[src/rtl/audio_peak_level_meter_defines.svh]
// ----------------------------------------------------------------------------
// audio peak level meter assertion macros
// shared concurrent assertion forms, clocked on the rising edge and
// held off while reset is asserted
// ----------------------------------------------------------------------------
`ifndef AUDIO_PEAK_LEVEL_METER_DEFINES_SVH
`define AUDIO_PEAK_LEVEL_METER_DEFINES_SVH

// same-cycle implication
`define APLM_ASSERT_SAME(label, clk, rst_n, ante, cons) \
    label: assert property (@(posedge clk) disable iff (!rst_n) (ante) |-> (cons)) \
        else $error("aplm same-cycle check failed");

// next-cycle implication
`define APLM_ASSERT_NEXT(label, clk, rst_n, ante, cons) \
    label: assert property (@(posedge clk) disable iff (!rst_n) (ante) |=> (cons)) \
        else $error("aplm next-cycle check failed");

`endif

[src/rtl/aplm_pkg.sv]
// ----------------------------------------------------------------------------
// aplm_pkg
// widths, reset values, register indexes and level thresholds of the
// audio peak level meter
// ----------------------------------------------------------------------------
`timescale 1ns / 1ps

package aplm_pkg;

    // sample width default
    localparam int SAMPLE_BITS_DEF = 16;

    // register and field widths
    localparam int GAIN_W     = 4;
    localparam int PEAK_W     = 13;
    localparam int DECAY_W    = 4;
    localparam int LEVEL_W    = 4;
    localparam int CFG_IDX_W  = 2;
    localparam int CFG_DATA_W = 13;

    // register reset values
    localparam logic [GAIN_W-1:0]  GAIN_SHIFT_RST  = GAIN_W'(6);
    localparam logic [PEAK_W-1:0]  CLAMP_LIMIT_RST = PEAK_W'(8000);
    localparam logic [DECAY_W-1:0] DECAY_SHIFT_RST = DECAY_W'(10);

    // register indexes
    typedef enum logic [CFG_IDX_W-1:0] {
        CFG_GAIN_SHIFT  = 2'd0,
        CFG_CLAMP_LIMIT = 2'd1,
        CFG_DECAY_SHIFT = 2'd2
    } cfg_index_t;

    // level thresholds, ascending
    localparam int NUM_THR = 9;
    localparam logic [PEAK_W-1:0] LEVEL_THRESH [NUM_THR] = '{
        PEAK_W'(1000), PEAK_W'(2000), PEAK_W'(2400), PEAK_W'(2800), PEAK_W'(3000),
        PEAK_W'(3200), PEAK_W'(3600), PEAK_W'(4200), PEAK_W'(5000)
    };

    // level is the count of thresholds at or below the peak
    function automatic logic [LEVEL_W-1:0] level_of(input logic [PEAK_W-1:0] p);
        logic [LEVEL_W-1:0] n;
        n = '0;
        for (int i = 0; i < NUM_THR; i++)
        begin
            if (p >= LEVEL_THRESH[i])
            begin
                n = n + 1'b1;
            end
        end
        return n;
    endfunction

endpackage

[src/rtl/aplm_channels.sv]
// ----------------------------------------------------------------------------
// aplm channels
// valid/ready stream interfaces for the sample input and the meter output
// ----------------------------------------------------------------------------
`timescale 1ns / 1ps

interface aplm_sample_if #(
    parameter int SAMPLE_BITS = aplm_pkg::SAMPLE_BITS_DEF
);
    logic                          valid;
    logic                          ready;
    logic signed [SAMPLE_BITS-1:0] sample;

    modport source (output valid, output sample, input ready);
    modport sink   (input valid, input sample, output ready);
endinterface

interface aplm_meter_if;
    logic                             valid;
    logic                             ready;
    logic [aplm_pkg::PEAK_W-1:0]      peak_value;
    logic [aplm_pkg::LEVEL_W-1:0]     level;

    modport source (output valid, output peak_value, output level, input ready);
    modport sink   (input valid, input peak_value, input level, output ready);
endinterface

[src/rtl/audio_peak_level_meter.sv]
// ----------------------------------------------------------------------------
// audio_peak_level_meter
// peak detector with proportional decay and a 0..9 loudness level
// ----------------------------------------------------------------------------
//  channel  | dir | fields                  | transfer when
//  mic      | in  | sample                  | mic.valid & mic.ready
//  meter    | out | peak_value, level       | meter.valid & meter.ready
//  cfg      | in  | cfg_index, cfg_data     | cfg_we
//
//  one sample per cycle sustained while the meter output is not stalled; a
//  sample passes s1_valid_reg, then out_valid_reg before meter valid rises
//  stage one registers the scaled and clamped magnitude, stage two applies
//  the decay and peak update, with the held peak fed back from held_peak_reg
//  reset clears the valids, the held peak and loads the register defaults
//  a stalled meter output holds; stage one still takes a sample when empty
// ----------------------------------------------------------------------------
`timescale 1ns / 1ps
`include "audio_peak_level_meter_defines.svh"

module audio_peak_level_meter #(
    parameter int SAMPLE_BITS = aplm_pkg::SAMPLE_BITS_DEF
) (
    input  logic                               clk,
    input  logic                               rst_n,
    aplm_sample_if.sink                        mic,
    aplm_meter_if.source                       meter,
    input  logic                               cfg_we,
    input  logic [aplm_pkg::CFG_IDX_W-1:0]     cfg_index,
    input  logic [aplm_pkg::CFG_DATA_W-1:0]    cfg_data
);

    localparam int PEAK_W  = aplm_pkg::PEAK_W;
    localparam int SHIFT_W = SAMPLE_BITS + (1 << aplm_pkg::GAIN_W) - 1;

    // configuration registers
    logic [aplm_pkg::GAIN_W-1:0]  gain_shift_reg;
    logic [PEAK_W-1:0]            clamp_limit_reg;
    logic [aplm_pkg::DECAY_W-1:0] decay_shift_reg;

    // pipeline registers
    logic                         s1_valid_reg;
    logic [PEAK_W-1:0]            s1_scaled_reg;
    logic                         out_valid_reg;
    logic [PEAK_W-1:0]            held_peak_reg;
    logic [aplm_pkg::LEVEL_W-1:0] level_reg;

    // handshake
    logic s2_load;
    logic s1_load;

    // stage one datapath
    logic [SAMPLE_BITS-1:0] mag;
    logic [SHIFT_W-1:0]     scaled_wide;
    logic [PEAK_W-1:0]      s1_scaled_next;

    // stage two datapath
    logic [PEAK_W:0]        drop;
    logic [PEAK_W-1:0]      decayed;
    logic [PEAK_W-1:0]      held_peak_next;

    // register writes, unknown indexes fall through
    always_ff @(posedge clk or negedge rst_n)
    begin
        if (!rst_n)
        begin
            gain_shift_reg  <= aplm_pkg::GAIN_SHIFT_RST;
            clamp_limit_reg <= aplm_pkg::CLAMP_LIMIT_RST;
            decay_shift_reg <= aplm_pkg::DECAY_SHIFT_RST;
        end
        else if (cfg_we)
        begin
            unique case (cfg_index)
                aplm_pkg::CFG_GAIN_SHIFT:  gain_shift_reg  <= cfg_data[aplm_pkg::GAIN_W-1:0];
                aplm_pkg::CFG_CLAMP_LIMIT: clamp_limit_reg <= cfg_data[PEAK_W-1:0];
                aplm_pkg::CFG_DECAY_SHIFT: decay_shift_reg <= cfg_data[aplm_pkg::DECAY_W-1:0];
                default: ;
            endcase
        end
    end

    // flow control
    assign s2_load   = s1_valid_reg && (!out_valid_reg || meter.ready);
    assign s1_load   = mic.valid && mic.ready;
    assign mic.ready = !s1_valid_reg || s2_load;

    // magnitude, lossless gain shift, clamp
    always_comb
    begin
        mag         = mic.sample[SAMPLE_BITS-1] ? (~mic.sample + 1'b1) : mic.sample;
        scaled_wide = SHIFT_W'(mag) << gain_shift_reg;
        if (scaled_wide > SHIFT_W'(clamp_limit_reg))
        begin
            s1_scaled_next = clamp_limit_reg;
        end
        else
        begin
            s1_scaled_next = scaled_wide[PEAK_W-1:0];
        end
    end

    // decay the held peak, then take the larger of it and the new sample
    always_comb
    begin
        drop    = (PEAK_W + 1)'(held_peak_reg >> decay_shift_reg) + 1'b1;
        decayed = held_peak_reg;
        if (held_peak_reg > PEAK_W'(1))
        begin
            if (drop >= {1'b0, held_peak_reg})
            begin
                decayed = '0;
            end
            else
            begin
                decayed = held_peak_reg - drop[PEAK_W-1:0];
            end
        end
        held_peak_next = (s1_scaled_reg > decayed) ? s1_scaled_reg : decayed;
    end

    // stage valids and held peak
    always_ff @(posedge clk or negedge rst_n)
    begin
        if (!rst_n)
        begin
            s1_valid_reg  <= 1'b0;
            out_valid_reg <= 1'b0;
            held_peak_reg <= '0;
        end
        else
        begin
            if (mic.ready)
            begin
                s1_valid_reg <= mic.valid;
            end
            if (s2_load)
            begin
                out_valid_reg <= 1'b1;
                held_peak_reg <= held_peak_next;
            end
            else if (meter.ready)
            begin
                out_valid_reg <= 1'b0;
            end
        end
    end

    // payload registers
    always_ff @(posedge clk)
    begin
        if (s1_load)
        begin
            s1_scaled_reg <= s1_scaled_next;
        end
        if (s2_load)
        begin
            level_reg <= aplm_pkg::level_of(held_peak_next);
        end
    end

    // output drive
    assign meter.valid      = out_valid_reg;
    assign meter.peak_value = held_peak_reg;
    assign meter.level      = level_reg;

    // checks
    `APLM_ASSERT_SAME(a_level_matches_peak, clk, rst_n, out_valid_reg,
        level_reg == aplm_pkg::level_of(held_peak_reg))
    `APLM_ASSERT_NEXT(a_peak_rise_from_sample, clk, rst_n, s2_load,
        held_peak_reg <= $past(held_peak_reg) || held_peak_reg == $past(s1_scaled_reg))
    `APLM_ASSERT_NEXT(a_stage_one_holds, clk, rst_n,
        s1_valid_reg && out_valid_reg && !meter.ready,
        s1_valid_reg && $stable(s1_scaled_reg))
    `APLM_ASSERT_SAME(a_scaled_within_clamp, clk, rst_n, s1_valid_reg,
        s1_scaled_reg <= clamp_limit_reg)

endmodule
[src/flat_wrapper.sv]
// flat-port wrapper written by rule: the top's interface ports become plain ports
module audio_peak_level_meter_flat 
#(
    parameter int SAMPLE_BITS = aplm_pkg::SAMPLE_BITS_DEF
)
  (clk, rst_n, cfg_we, cfg_index, cfg_data, mic_valid, mic_sample, mic_ready, meter_valid, meter_peak_value, meter_level, meter_ready);
  aplm_sample_if #(.SAMPLE_BITS(SAMPLE_BITS)) mic_i ();
  aplm_meter_if meter_i ();
  input  logic clk;
  input  logic rst_n;
  input  logic cfg_we;
  input  logic [aplm_pkg::CFG_IDX_W-1:0] cfg_index;
  input  logic [aplm_pkg::CFG_DATA_W-1:0] cfg_data;
  input wire logic [$bits(mic_i.valid)-1:0] mic_valid;
  input wire logic [$bits(mic_i.sample)-1:0] mic_sample;
  output wire logic [$bits(mic_i.ready)-1:0] mic_ready;
  output wire logic [$bits(meter_i.valid)-1:0] meter_valid;
  output wire logic [$bits(meter_i.peak_value)-1:0] meter_peak_value;
  output wire logic [$bits(meter_i.level)-1:0] meter_level;
  input wire logic [$bits(meter_i.ready)-1:0] meter_ready;
  assign mic_i.valid = mic_valid;
  assign mic_i.sample = mic_sample;
  assign mic_ready = mic_i.ready;
  assign meter_valid = meter_i.valid;
  assign meter_peak_value = meter_i.peak_value;
  assign meter_level = meter_i.level;
  assign meter_i.ready = meter_ready;
  audio_peak_level_meter #(.SAMPLE_BITS(SAMPLE_BITS)) u_core (.clk(clk), .rst_n(rst_n), .mic(mic_i), .meter(meter_i), .cfg_we(cfg_we), .cfg_index(cfg_index), .cfg_data(cfg_data));
endmodule
[config.mk]
export PLATFORM = sky130hd
export DESIGN_NAME = audio_peak_level_meter_flat
export DESIGN_NICKNAME = d
export VERILOG_FILES = /design/src/rtl/aplm_pkg.sv /design/src/rtl/aplm_channels.sv /design/src/rtl/audio_peak_level_meter.sv /design/src/flat_wrapper.sv
export VERILOG_INCLUDE_DIRS = /design/src /design/src/rtl
export SDC_FILE = /design/constraint.sdc
export NUM_CORES = 1
export LEC_CHECK = 0
export ABC_AREA = 0
export BUFFER_PORTS_ARGS = -buffer_cell sky130_fd_sc_hd__buf_2
export CAP_MARGIN = 25
export CELL_PAD_IN_SITES_DETAIL_PLACEMENT = 0
export CELL_PAD_IN_SITES_GLOBAL_PLACEMENT = 1
export CORE_MARGIN = 8
export CORE_UTILIZATION = 43
export CTS_CLUSTER_DIAMETER = 120
export DETAILED_ROUTE_END_ITERATION = 12
export PLACE_DENSITY_LB_ADDON = 0.1
export SKIP_CTS_REPAIR_TIMING = 1
export SLEW_MARGIN = 15
export SYNTH_ARGS = -nofsm -noshare
export SYNTH_HDL_FRONTEND = slang
export SYNTH_SLANG_ARGS = --single-unit
[constraint.sdc]
create_clock -name clk -period 10 [get_ports clk]
set_input_delay 1 -clock clk [delete_from_list [all_inputs] [get_ports clk]]
set_output_delay 1 -clock clk [all_outputs]
set_load 0.005 [all_outputs]
==> results of run 1 <==
## placed cells by master (no fill, tap or decap), drive strengths merged, types with 11 or more instances in the layout
cell type / synthesis / routed
a21oi: 37 / 37
a31oi: 12 / 12
buf: 18 / 122
dfrtp: 26 / 26
edfxtp: 17 / 17
ha: 60 / 60
inv: 59 / 60
mux2: 40 / 40
mux2i: 32 / 32
mux4: 12 / 12
nand2: 59 / 59
nand2b: 15 / 15
nand3: 19 / 19
nor2: 53 / 53
nor2b: 13 / 13
nor3: 23 / 23
o21ai: 51 / 51
or3: 11 / 11
xnor2: 24 / 24
xor2: 20 / 20
## layer usage
metal | share of wire | up-vias | global-route usage
li1 | - | 3195 | -
met1 | 0.45 | 3128 | 0.259
met2 | 0.49 | 158 | 0.351
met3 | 0.034 | 27 | 0.0166
met4 | 0.026 | 0 | 0.0697
met5 | 0 | - | 0
## per-stage QoR
| step | setup slack [ns] | utilization | hold WS [ns] |
|---|---|---|---|
| after floorplan | 0.00165 | - | 0.457 |
| after global placement | -0.0708 | 0.491 | 0.472 |
| after detailed placement | -0.263 | 0.491 | 0.499 |
| after CTS | -0.290 | 0.502 | 0.515 |
| after global routing | -0.0993 | 0.536 | 0.535 |
| final | 0.423 | 0.536 | 0.517 |
## worst max-delay path, delay by kind of cell, from the launching register on
| family | cells | cell delay, ns |
|---|---|---|
| XOR/XNOR | 5 | 0.77 |
| buffers and inverters | 5 | 0.62 |
| adder cells (fa/ha/maj) | 6 | 1.62 |
| flip-flops | 1 | 0.58 |
| AO/OA/AOI/OAI | 12 | 2.61 |
| AND/OR/NAND/NOR | 15 | 2.47 |
| multiplexers | 2 | 0.64 |
## worst paths after layout
check | slack (ns) | start | endpoint
min reg2reg | 0.52 | u_core.s1_valid_reg$_DFFE_PN0N_ | u_core.meter.valid$_DFFE_PN0P_
min | 0.52 | u_core.s1_valid_reg$_DFFE_PN0N_ | u_core.meter.valid$_DFFE_PN0P_
min in group asynchronous | 0.80 | rst_n | u_core.clamp_limit_reg[5]$_DFFE_PN0P_
max | 0.42 | u_core.decay_shift_reg[1]$_DFFE_PN1P_ | u_core.meter.level[2]$_DFFE_PP_
max reg2reg | 0.42 | u_core.decay_shift_reg[1]$_DFFE_PN1P_ | u_core.meter.level[2]$_DFFE_PP_
max in group asynchronous | 8.66 | rst_n | u_core.decay_shift_reg[2]$_DFFE_PN0P_
## final cells by class
cell class              count  share of cell area
flip-flops and latches     53               0.167
multi-input cells         656               0.651
clock inverters             1            0.000735
repair buffers            124               0.103
inverters                  61              0.0269
clock buffers               7              0.0193
well taps                 216              0.0318
## logic make-up (layout without fill, tap and decap cells)
family | count (synthesis) | in the layout | synth area share
buffers and inverters | 98 | 193 | 0.0603
XOR/XNOR | 46 | 46 | 0.0639
adder cells (fa/ha/maj) | 61 | 61 | 0.110
flip-flops | 53 | 53 | 0.204
multiplexers | 84 | 84 | 0.154
AO/OA/AOI/OAI | 208 | 208 | 0.215
AND/OR/NAND/NOR | 257 | 257 | 0.193
==> run metrics, run 1 <==
Final GP Congestion=0.917; period utilization=0.958; Slew headroom=0.374; prevailing post-synth register cell=dfrtp_1; post-synthesis instance total=807; dpl cells=1093; Post-DRT Antenna Nets=0; H-Tree Depth=2; Synth cell types=96; Critical Path RT=10.04 ns; Worst Tran Pin Value=0.940 ns; Synth async-reset ratio=0.679; drt via density=5.82; setup_tns=0 ns; CTS tree=built; first-pass GRT wire length=33100 microns; initial drt markers=360; clk_lat worst skew=0.29 ns; Site Rows=46; design area=8510 sq um; Finished Layout Cells=1118; routed vias=6508; largest cells by area after synthesis=ha_1, dfrtp_1, edfxtp_1; Die Wd=144 microns; count leader, synth=ha_1; Mapped Area=6990 sq um; area of the multi-input gates=5540 sq um; post-synth top area share=0.107; WS Path Type=reg -> reg; gr ovfl total=0; number of global-route vias before repair=6362; max incr delay on CP=0.58 ns; Routed WL=21500 microns; number of synthesized flops with an enable pin=17; placed inst area=7800 sq um; CTS sink cnt=53; GRT Util Overall=0.202; CTS Buf Count=5; fmax=104 MHz; Max Buffers Root-to-Sink=2; sequential cell area=1420 sq um; Synth Register Bits=53; Final min period=9.58 ns; Critical-path top delay cell=dfstp_2; ANT cells=0; syn nets=904; post-synthesis sequential area ratio=0.204; Final Hold Fails=0; post-DR wirelength/cell=19.2 microns; Pre-Repair DR Iteration Count=5; syn_area_per_cell=8.66 sq um; worst hold path depth=1; synth cell count leaders=ha_1, inv_1, nand2_1, nor2_1, o21ai_0; Detailed Place HPWL=17200 microns; largest net degree at the start of global routing=37; Port Buf Inserts=54; top-level port count=55; Die Y=144 microns; Core ar.=15900 sq um; HP Class=reg -> reg; ratio of cells with drive above 1 in the final layout=0.307; Reg2Reg Depth=45; launching element type of the critical path=flip-flop; Final setup viols=0; Final nets=998; Yosys warnings=0; Fillers=1541; Initial Util=0.440; status=finished clean; max_cap viols=0; clk slew on worst S/H paths=0.07 ns; crit-path max FO=7; Final Max Slew Viols=0; DIE AREA=20600 sq um; Residual DRC=0; critical path endpoint category=flip-flop; Area growth, synth to finish=21.7%; area leader, netlist=ha_1; clock skew=0.00543 ns; CTS Root Cell=clkbuf_16; initial antenna violation count=0; critical path data arrival time=9.61 ns
Power of run 1 is left out: the tool's default activity adds up to more than one toggle a clock period on the data nets, which glitch-free logic cannot reach.
==> run 2, diff against run 1 <==
--- a/config.mk
+++ b/config.mk
@@ -7,15 +7,16 @@
 export NUM_CORES = 1
 export LEC_CHECK = 0
 export ABC_AREA = 0
-export BUFFER_PORTS_ARGS = -buffer_cell sky130_fd_sc_hd__buf_2
+export BUFFER_PORTS_ARGS = -buffer_cell sky130_fd_sc_hd__clkbuf_2
 export CAP_MARGIN = 25
 export CELL_PAD_IN_SITES_DETAIL_PLACEMENT = 0
 export CELL_PAD_IN_SITES_GLOBAL_PLACEMENT = 1
-export CORE_MARGIN = 8
+export CORE_MARGIN = 5
 export CORE_UTILIZATION = 43
 export CTS_CLUSTER_DIAMETER = 120
 export DETAILED_ROUTE_END_ITERATION = 12
 export PLACE_DENSITY_LB_ADDON = 0.1
+export RECOVER_POWER = 25
 export SKIP_CTS_REPAIR_TIMING = 1
 export SLEW_MARGIN = 15
 export SYNTH_ARGS = -nofsm -noshare
==> run metrics, run 2 (same netlist as run 1, synthesis figures left out) <==
status=complete, but fails checks (was finished clean); failing checks=capacitance limit, slew limit; CTS tree=built (unchanged); Core ar.=15900 sq um (about the same); max incr delay on CP=0.57 ns (was 0.58 ns); largest net degree at the start of global routing=37 (unchanged); drt via density=5.78 (was 5.82); ratio of cells with drive above 1 in the final layout=0.322 (was 0.307); Site Rows=46 (unchanged); gr ovfl total=0 (unchanged); crit-path max FO=6 (was 7); Final GP Congestion=0.882 (was 0.917); critical path endpoint category=flip-flop (unchanged); number of global-route vias before repair=6462 (was 6362); CTS Root Cell=clkbuf_16 (unchanged); fmax=105 MHz (was 104 MHz); Worst Tran Pin Value=1.64 ns (was 0.940 ns); Die Y=138 microns (was 144 microns); Detailed Place HPWL=16800 microns (was 17200 microns); critical path data arrival time=9.58 ns (was 9.61 ns); Port Buf Inserts=54 (unchanged); setup_tns=0 ns (unchanged); Final setup viols=0 (unchanged); initial drt markers=395 (was 360); CTS sink cnt=53 (unchanged); WS Path Type=reg -> reg (unchanged); period utilization=0.954 (was 0.958); Die Wd=138 microns (was 144 microns); clock skew=0.00602 ns (was 0.00543 ns); post-DR wirelength/cell=18.5 microns (was 19.2 microns); HP Class=reg -> reg (unchanged); GRT Util Overall=0.220 (was 0.202); Residual DRC=0 (unchanged); crit-path most repeated cell=xnor2_1; CTS Buf Count=5 (unchanged); commonest non-fill, non-tap cell in the layout=buf_4 (unchanged); first-pass GRT wire length=33400 microns (was 33100 microns); top-level port count=55 (unchanged); ANT cells=0 (unchanged); clk_lat worst skew=0.29 ns (about the same); Routed WL=21000 microns (was 21500 microns); Area growth, synth to finish=24.0% (was 21.7%); Critical-path top delay cell=dfstp_2 (unchanged); routed vias=6560 (was 6508); DIE AREA=18900 sq um (was 20600 sq um); initial antenna violation count=0 (unchanged); Initial Util=0.439 (was 0.440); clk slew on worst S/H paths=0.07 ns (about the same); Post-DRT Antenna Nets=0 (unchanged); H-Tree Depth=2 (unchanged); most frequent cells in the layout=buf_4, inv_1, clkbuf_2, nand2_1, ha_1 (was buf_4, inv_1, buf_2, nand2_1, nor2_1); Final min period=9.54 ns (was 9.58 ns); max_cap viols=1 (was 0); Slew headroom=-0.0965 (was 0.374); Final Hold Fails=0 (unchanged); Final nets=1015 (was 998); worst hold slack=0.491 ns (was 0.517 ns); Pre-Repair DR Iteration Count=5 (unchanged); launching element type of the critical path=flip-flop (unchanged); Critical Path RT=10.04 ns (about the same); Max Buffers Root-to-Sink=2 (unchanged); Final Max Slew Viols=31 (was 0)
==> run 2: per-stage QoR <==
stage / area [sq um] / setup WS [ns] / util / cells
6_report: 8670 / 0.462 / 0.544 / 1135
5_1_grt: 8670 / -0.109 / 0.544 / 1135
4_1_cts: 8120 / -0.198 / 0.509 / 1121
3_5_place_dp: 7950 / -0.164 / 0.499 / 1113
3_3_place_gp: 7950 / 0.0652 / 0.499 / 1113
2_1_floorplan: 7050 / 0.00165 / - / 807
==> run 2: worst max-delay path, delay by kind of cell, from the launching register on <==
family,cells,cell delay (ns)
buffers and inverters,5,0.48
adders and majority gates,7,1.68
DFF,1,0.57
and+or+nand+nor,13,1.63
muxes,4,1.10
xor gates and xnor gates,6,0.86
AOI/OAI and AO/OA,14,2.96
==> run 2: area by class of cell <==
type / instances / area (sq um)
inverters: 61 / 229
repair buffers: 141 / 997
clock buffers: 7 / 164
multi-input cells: 656 / 5580
fillers: 1552 / 7270
flip-flops and latches: 53 / 1420
well taps: 216 / 270
clock inverters: 1 / 6.26
==> run 2: final timing paths <==
path,from,to,slack [ns],depth (start not counted)
worst max-delay path,u_core.decay_shift_reg[1]$_DFFE_PN1P_,u_core.meter.level[2]$_DFFE_PP_,0.46,49
worst min-delay path,u_core.s1_valid_reg$_DFFE_PN0N_,u_core.meter.valid$_DFFE_PN0P_,0.49,1
worst max register to register,u_core.decay_shift_reg[1]$_DFFE_PN1P_,u_core.meter.level[2]$_DFFE_PP_,0.46,49
worst min register to register,u_core.s1_valid_reg$_DFFE_PN0N_,u_core.meter.valid$_DFFE_PN0P_,0.49,1
max in group asynchronous,rst_n,u_core.meter.peak_value[6]$_DFFE_PN0P_,7.53,2
min in group asynchronous,rst_n,u_core.clamp_limit_reg[4]$_DFFE_PN0P_,0.60,1
==> run 2: per-layer routing <==
metal | up-vias | GRT usage | wire, microns
li1 | 3215 | - | -
met3 | 32 | 0.0175 | 671
met2 | 150 | 0.375 | 10200
met5 | - | 0 | 0
met4 | 0 | 0.0615 | 552
met1 | 3163 | 0.300 | 9640
Power of run 2 is left out for the same reason.
==> run 3, diff against run 2 <==
--- a/config.mk
+++ b/config.mk
@@ -10,9 +10,9 @@
 export BUFFER_PORTS_ARGS = -buffer_cell sky130_fd_sc_hd__clkbuf_2
 export CAP_MARGIN = 25
 export CELL_PAD_IN_SITES_DETAIL_PLACEMENT = 0
-export CELL_PAD_IN_SITES_GLOBAL_PLACEMENT = 1
+export CELL_PAD_IN_SITES_GLOBAL_PLACEMENT = 2
 export CORE_MARGIN = 5
-export CORE_UTILIZATION = 43
+export CORE_UTILIZATION = 35
 export CTS_CLUSTER_DIAMETER = 120
 export DETAILED_ROUTE_END_ITERATION = 12
 export PLACE_DENSITY_LB_ADDON = 0.1
==> run metrics, run 3 (same netlist as run 1, synthesis figures left out) <==
status=complete, but fails checks (unchanged); Finished Layout Cells=1189 (was 1135); ANT cells=0 (unchanged); max_cap viols=1 (unchanged); DIE AREA=22900 sq um (was 18900 sq um); top-level port count=55 (unchanged); Final setup viols=0 (unchanged); Worst Tran Pin Value=1.59 ns (was 1.64 ns); setup_tns=0 ns (unchanged); Routed WL=21600 microns (was 21000 microns); final core occ=0.440 (was 0.544); Final Hold Fails=0 (unchanged); CTS Buf Count=5 (unchanged); period utilization=0.960 (was 0.954); clk slew on worst S/H paths=0.07 ns (about the same); gr ovfl total=0 (unchanged); Critical-path top delay cell=dfstp_2 (unchanged); Die Y=151 microns (was 138 microns); Post-DRT Antenna Nets=0 (unchanged); Site Rows=51 (was 46); routed vias=6540 (was 6560); crit-path max FO=8 (was 6); initial antenna violation count=0 (unchanged); ratio of cells with drive above 1 in the final layout=0.323 (was 0.322); HP Class=reg -> reg (unchanged); most frequent cells in the layout=buf_4, inv_1, clkbuf_2, nand2_1, ha_1 (unchanged); final worst slack=0.404 ns (was 0.462 ns); Residual DRC=0 (unchanged); Initial Util=0.357 (was 0.439); Final nets=1020 (was 1015); number of global-route vias before repair=6527 (was 6462); clk_lat worst skew=0.29 ns (about the same); first-pass GRT wire length=34300 microns (was 33400 microns); largest net degree at the start of global routing=37 (unchanged); Final min period=9.60 ns (was 9.54 ns); CTS tree=built (unchanged); GRT Util Overall=0.187 (was 0.220); Detailed Place HPWL=17700 microns (was 16800 microns); failing checks=capacitance limit, slew limit (unchanged); fmax=104 MHz (was 105 MHz); Port Buf Inserts=54 (unchanged); Critical Path RT=10.04 ns (about the same); launching element type of the critical path=flip-flop (unchanged); initial drt markers=447 (was 395); critical path endpoint category=flip-flop (unchanged); DP Worst Slack=-0.202 ns (was -0.164 ns); post-DR wirelength/cell=18.2 microns (was 18.5 microns); CTS sink cnt=53 (unchanged); Hold Path Origin=u_core.s1_valid_reg$_DFFE_PN0N_ (unchanged); Critical Path Source=u_core.decay_shift_reg[1]$_DFFE_PN1P_ (unchanged); max incr delay on CP=0.67 ns (was 0.57 ns); drt via density=5.50 (was 5.78); CTS Root Cell=clkbuf_16 (unchanged); Final Max Slew Viols=30 (was 31); critical path data arrival time=9.63 ns (was 9.58 ns); Slew headroom=-0.0583 (was -0.0965); Final GP Congestion=0.876 (was 0.882); H-Tree Depth=2 (unchanged); Die Wd=151 microns (was 138 microns); commonest non-fill, non-tap cell in the layout=buf_4 (unchanged); reg2reg start=u_core.decay_shift_reg[1]$_DFFE_PN1P_ (unchanged); Area growth, synth to finish=23.4% (was 24.0%); Max Buffers Root-to-Sink=2 (unchanged); Pre-Repair DR Iteration Count=5 (unchanged); dpl cells=1166 (was 1113); Core ar.=19600 sq um (was 15900 sq um); WS Path Type=reg -> reg (unchanged); clock skew=0.00516 ns (was 0.00602 ns)
==> run 3: worst max-delay path: cells and delay by family, from the launching register on <==
kind	cells	cell delay [ns]
simple gates	12	1.90
mux	2	0.64
flops	1	0.67
fa+ha+maj	6	1.57
xor+xnor	5	0.78
buf+inv	6	0.79
compound gates	13	2.99
==> run 3: metal layers <==
| layer | track usage | routed length, microns | up-vias | share of wire |
|---|---|---|---|---|
| met5 | 0 | 0 | - | 0 |
| met4 | 0.0471 | 435 | 0 | 0.020 |
| met3 | 0.0117 | 663 | 23 | 0.031 |
| met2 | 0.325 | 10600 | 151 | 0.49 |
| met1 | 0.254 | 9940 | 3128 | 0.46 |
| li1 | - | - | 3238 | - |
==> run 3: per-stage QoR <==
stage / instance area, sq um / hold WS (ns)
2_1_floorplan: 7050 / 0.457
3_3_place_gp: 8020 / 0.471
3_5_place_dp: 8020 / 0.494
4_1_cts: 8160 / 0.514
5_1_grt: 8630 / 0.554
6_report: 8630 / 0.508
==> run 3: path summary, 6_finish.rpt <==
| check | end | slack, ns | cells after the start |
|---|---|---|---|
| min | u_core.meter.valid$_DFFE_PN0P_ | 0.51 | 1 |
| max | u_core.meter.level[2]$_DFFE_PP_ | 0.40 | 44 |
| max reg2reg | u_core.meter.level[2]$_DFFE_PP_ | 0.40 | 44 |
| max in group asynchronous | u_core.decay_shift_reg[2]$_DFFE_PN0P_ | 7.44 | 2 |
| min reg2reg | u_core.meter.valid$_DFFE_PN0P_ | 0.51 | 1 |
| min in group asynchronous | u_core.clamp_limit_reg[5]$_DFFE_PN0P_ | 0.62 | 1 |
==> run 3: area by class of cell <==
class | instances | area (sq um)
multi-input combinational | 656 | 5530
clock buffer | 6 | 133
tap | 265 | 332
timing repair buffer | 146 | 967
clock inverter | 2 | 13.8
sequential | 53 | 1430
fill | 2009 | 11000
inverter | 61 | 229
Power of run 3 is left out for the same reason.
